==> config.mk <==
export PLATFORM = sky130hd
export DESIGN_NAME = dcmc_ctrl
export DESIGN_NICKNAME = d
export VERILOG_FILES = /design/src/rtl/dcmc_pkg.sv /design/src/rtl/dcmc_ctrl.sv
export SDC_FILE = /design/constraint.sdc
export NUM_CORES = 1
export LEC_CHECK = 0
export ABC_CLOCK_PERIOD_IN_PS = 1200
export BUFFER_PORTS_ARGS = -buffer_cell sky130_fd_sc_hd__buf_4
export CORE_AREA = 4 4 41 43
export CTS_CLUSTER_DIAMETER = 50
export DETAILED_ROUTE_END_ITERATION = 10
export DIE_AREA = 0 0 45 47
export PLACE_DENSITY = 0.32
export SYNTH_ARGS = -nofsm -noshare
export SYNTH_HDL_FRONTEND = slang
export SYNTH_SLANG_ARGS = --single-unit
==> constraint.sdc <==
create_clock -name clk -period 1.2 [get_ports clk]
set_clock_uncertainty 0.2 [all_clocks]
set_input_delay 0.12 -clock clk [delete_from_list [all_inputs] [get_ports clk]]
set_output_delay 0.12 -clock clk [all_outputs]
set_load 0.03 [all_outputs]
==> src/rtl/dcmc_pkg.sv <==
// ----------------------------------------------------------------------------
// dcmc_pkg: shared types and constants
// Controller states and the command/status structs between controller and datapath.
// ----------------------------------------------------------------------------
package dcmc_pkg;

    localparam int unsigned IDX_W     = 20;
    localparam logic [9:0]  THRESH_RST = 10'd500;
    localparam logic [9:0]  NEAR_DIST  = 10'd10;

    localparam logic [1:0] REG_FIRST  = 2'd0;
    localparam logic [1:0] REG_SECOND = 2'd1;
    localparam logic [1:0] REG_THRESH = 2'd2;
    localparam logic [1:0] REG_WIDTH  = 2'd3;

    typedef enum logic [1:0] {
        ST_IDLE,
        ST_PROBE,
        ST_WRITE
    } state_t;

    typedef struct packed {
        logic load;
        logic probe;
        logic write;
    } cmd_t;

    typedef struct packed {
        logic probe_done;
    } stat_t;

endpackage

==> src/rtl/dcmc_ctrl.sv <==
// ----------------------------------------------------------------------------
// dcmc_ctrl: request sequencer
// Loads a request, steps the datapath over the cross probes, writes back, presents result.
// ----------------------------------------------------------------------------
module dcmc_ctrl (
    input  logic            clk,
    input  logic            rst_n,
    input  logic            in_valid,
    output logic            in_stall,
    output logic            out_valid,
    input  logic            out_stall,
    output dcmc_pkg::cmd_t  cmd,
    input  dcmc_pkg::stat_t stat
);

    dcmc_pkg::state_t state_reg, state_next;
    logic             out_valid_reg, out_valid_next;

    always_ff @(posedge clk or negedge rst_n)
    begin
        if (!rst_n)
        begin
            state_reg     <= dcmc_pkg::ST_IDLE;
            out_valid_reg <= 1'b0;
        end
        else
        begin
            state_reg     <= state_next;
            out_valid_reg <= out_valid_next;
        end
    end

    assign out_valid = out_valid_reg;

    always_comb
    begin
        state_next     = state_reg;
        cmd            = '0;
        in_stall       = 1'b1;
        out_valid_next = out_valid_reg && out_stall;
        case (state_reg)
            dcmc_pkg::ST_IDLE:
            begin
                in_stall = 1'b0;
                if (in_valid)
                begin
                    cmd.load   = 1'b1;
                    state_next = dcmc_pkg::ST_PROBE;
                end
            end
            dcmc_pkg::ST_PROBE:
            begin
                cmd.probe = 1'b1;
                if (stat.probe_done)
                begin
                    state_next = dcmc_pkg::ST_WRITE;
                end
            end
            dcmc_pkg::ST_WRITE:
            begin
                // wait here while the output register still holds a stalled result
                if (!out_valid_reg || !out_stall)
                begin
                    cmd.write      = 1'b1;
                    out_valid_next = 1'b1;
                    state_next     = dcmc_pkg::ST_IDLE;
                end
            end
            default:
            begin
                state_next = dcmc_pkg::ST_IDLE;
            end
        endcase
    end

endmodule

==> impl_metrics.ini <==
[run_status]
run_status = complete, but fails checks
violations = setup timing

[layout]
area_growth_pct = 127
layout_common_cells = 8 x buf_4, 5 x dlygate4sd3_1, 3 x clkbuf_4, 3 x dfrtp_1, 3 x buf_6
multi_input_area_um2 = 85.1
seq_area_um2 = 75.1
drive_gt1_share_pct = 54.3
diodes = 0
nets = 41
fillCellCount = 155
final_common_cell = buf_4
finish.instance_area_um2 = 353
largest_reg_flops = 2

[critical_path]
arrival_ns = 1.09
critPathMaxStageDelay_ns = 0.40
critPathTopFamily = flip-flops
critPathRequiredTime_ns = 0.88
r2r_cells = 3
reg2reg_to = state_reg[1]
path_class = reg2out
cp_num_buf_inv = 1
path_cells = or2_4, nor2_4, buf_6
cp_max_fo = 5
end_kind = output pin
startpoint_type = flip-flop
ff2ff_setup_slack_ns = 0.13
cp_slowest_cell = dfrtp_1
r2r_start = state_reg[0]

[power_and_ir_drop]
total_power_w = 0.000756
power.leakage_nw = 0.170
ir_worst_vdd_v = 0.000717
power.density_nw_per_um2 = 2140

[synth]
synthCells = 16
yosysWarningCount = 0
syn_avg_cell_area_um2 = 9.70
yosysSeqAreaShare_pct = 48.4
syn_nets = 21
synthDistinctLibCells = 10
ys_seq_elements = 3
syn_area_um2 = 155

[sta]
maxSlewHeadroom_pct = 90.3
drv_slew = 0
finalSetupViolCount = 4
rsz0062_at_grt = yes
setup_ws_ns = -0.212
worst_pin_slew_ns = 0.145
hold_slack_ns = 0.297
clock.fmax_mhz = 708
finalCritPeriodShare_pct = 118
period_needed_ns = 1.41
finalHoldViolCount = 0

[detailed_routing]
firstDrtPassIters = 2
drt_iter0_drc = 1
final_antenna_net_count = 0
via_per_inst = 3.60
routed_wl_um = 415
vias = 180
wire_per_inst_um = 8.30
drcViolationCount = 0

[worst_hold_path]
min_to = cmd[0]
min_from = out_stall
hp-class = in2out
min_path_cells = 3

[floorplanning]
rows = 13
dieArea_um2 = 2120
start_util_pct = 11.9
die_x_um = 45
ios = 10
core-area_um2 = 1300
die_h_um = 47

[grt]
grt_usage_pct = 5.62
globalRouteOverflowTotal = 0
antenna_found_initial = 0
grt_pass1_vias = 194
grt_max_degree = 6
grt_pass1_wl_um = 786

[clock_network]
clock_latency_ns = 0.23
cts_buffers = 3
root_buffer = clkbuf_4
cts_tree = yes
cts.sinks = 3
cts_setup_buffers = 0
clockBufferDepth = 2
clk_pin_slew_ns = 0.04
cts_max_level = 1

[place]
gp_congestion = 0.599
io_buffers = 9
pre_cts_slack_ns = 0.0164
dpl.hpwl_um = 302
placed_area_um2 = 258

[run]
maxCapViolCount = 0
metrics by stage:
step | setup TNS, ns | std cells | utilization, %
after floorplan | -0.0124 | 16 | -
after global placement | 0 | 41 | 19.8
after detailed placement | 0 | 41 | 19.8
after CTS | -0.778 | 50 | 26.5
after global routing | -0.898 | 50 | 27.1
final | -0.709 | 50 | 27.1
worst register-to-register path, delay by kind of cell, from the launching register on:
kind                   cells  cell delay [ns]
buffers and inverters      1             0.13
AO/OA/AOI/OAI              1             0.11
flip-flops                 1             0.40
AND/OR/NAND/NOR            1             0.16
synthesized netlist by cell type (all sizes together):
| master | count | area (um2) |
|---|---|---|
| dfrtp | 3 | 75.1 |
| nor2 | 1 | 6.26 |
| nand2b | 3 | 18.8 |
| o2bb2ai | 1 | 8.76 |
| a21oi | 2 | 10.0 |
| buf | 1 | 7.51 |
| nor2b | 1 | 8.76 |
| or2 | 1 | 8.76 |
| nand2 | 2 | 7.51 |
| inv | 1 | 3.75 |
worst max path at each step:
stage | from | endpoint | slack, ns | depth (start not counted)
detailed placement | state_reg[0] | cmd[2] | 0.02 | 3
global route | state_reg[0] | cmd[2] | -0.25 | 3
CTS | state_reg[0] | cmd[2] | -0.22 | 3
floorplan | state_reg[1] | cmd[2] | -0.01 | 2
finish | state_reg[0] | cmd[2] | -0.21 | 3
global placement | state_reg[0] | cmd[2] | 0.02 | 3
cells by family (layout without fill, tap and decap cells):
logic type             count (synthesis)  count (layout)  share of synthesized area (%)
AO/OA/AOI/OAI                          3               3                           12.1
buffers and inverters                  2              21                           7.26
flip-flops                             3               3                           48.4
AND/OR/NAND/NOR                        8               8                           32.3
per-layer routing:
layer | vias up | track usage (%) | share of wire (%)
met5 | - | 0 | 0
met2 | 10 | 7.34 | 40
met3 | 2 | 3.07 | 13
met1 | 81 | 5.72 | 43
met4 | 0 | 7.02 | 3.6
li1 | 87 | - | -
final cells by class:
type,instances,area share (%)
timing repair buffer,16,40.8
multi-input combinational,11,24.1
sequential,3,21.3
clock buffer,4,7.45
tap,15,5.32
inverter,1,1.06
repair_timing:
action	in CTS	in global routing
hold endpoints to repair	6	0
hold buffers	5	0
gates resized for setup	3	1
endpoints found under the setup margin	4	4
where the power goes:
| group | switching, W | internal [W] | total [W] |
|---|---|---|---|
| clock | 0.0000556 | 0.000125 | 0.000180 |
| combinational | 0.000214 | 0.000198 | 0.000412 |
| sequential | 0.0000290 | 0.000134 | 0.000163 |
(Power assumes the default switching activity.)
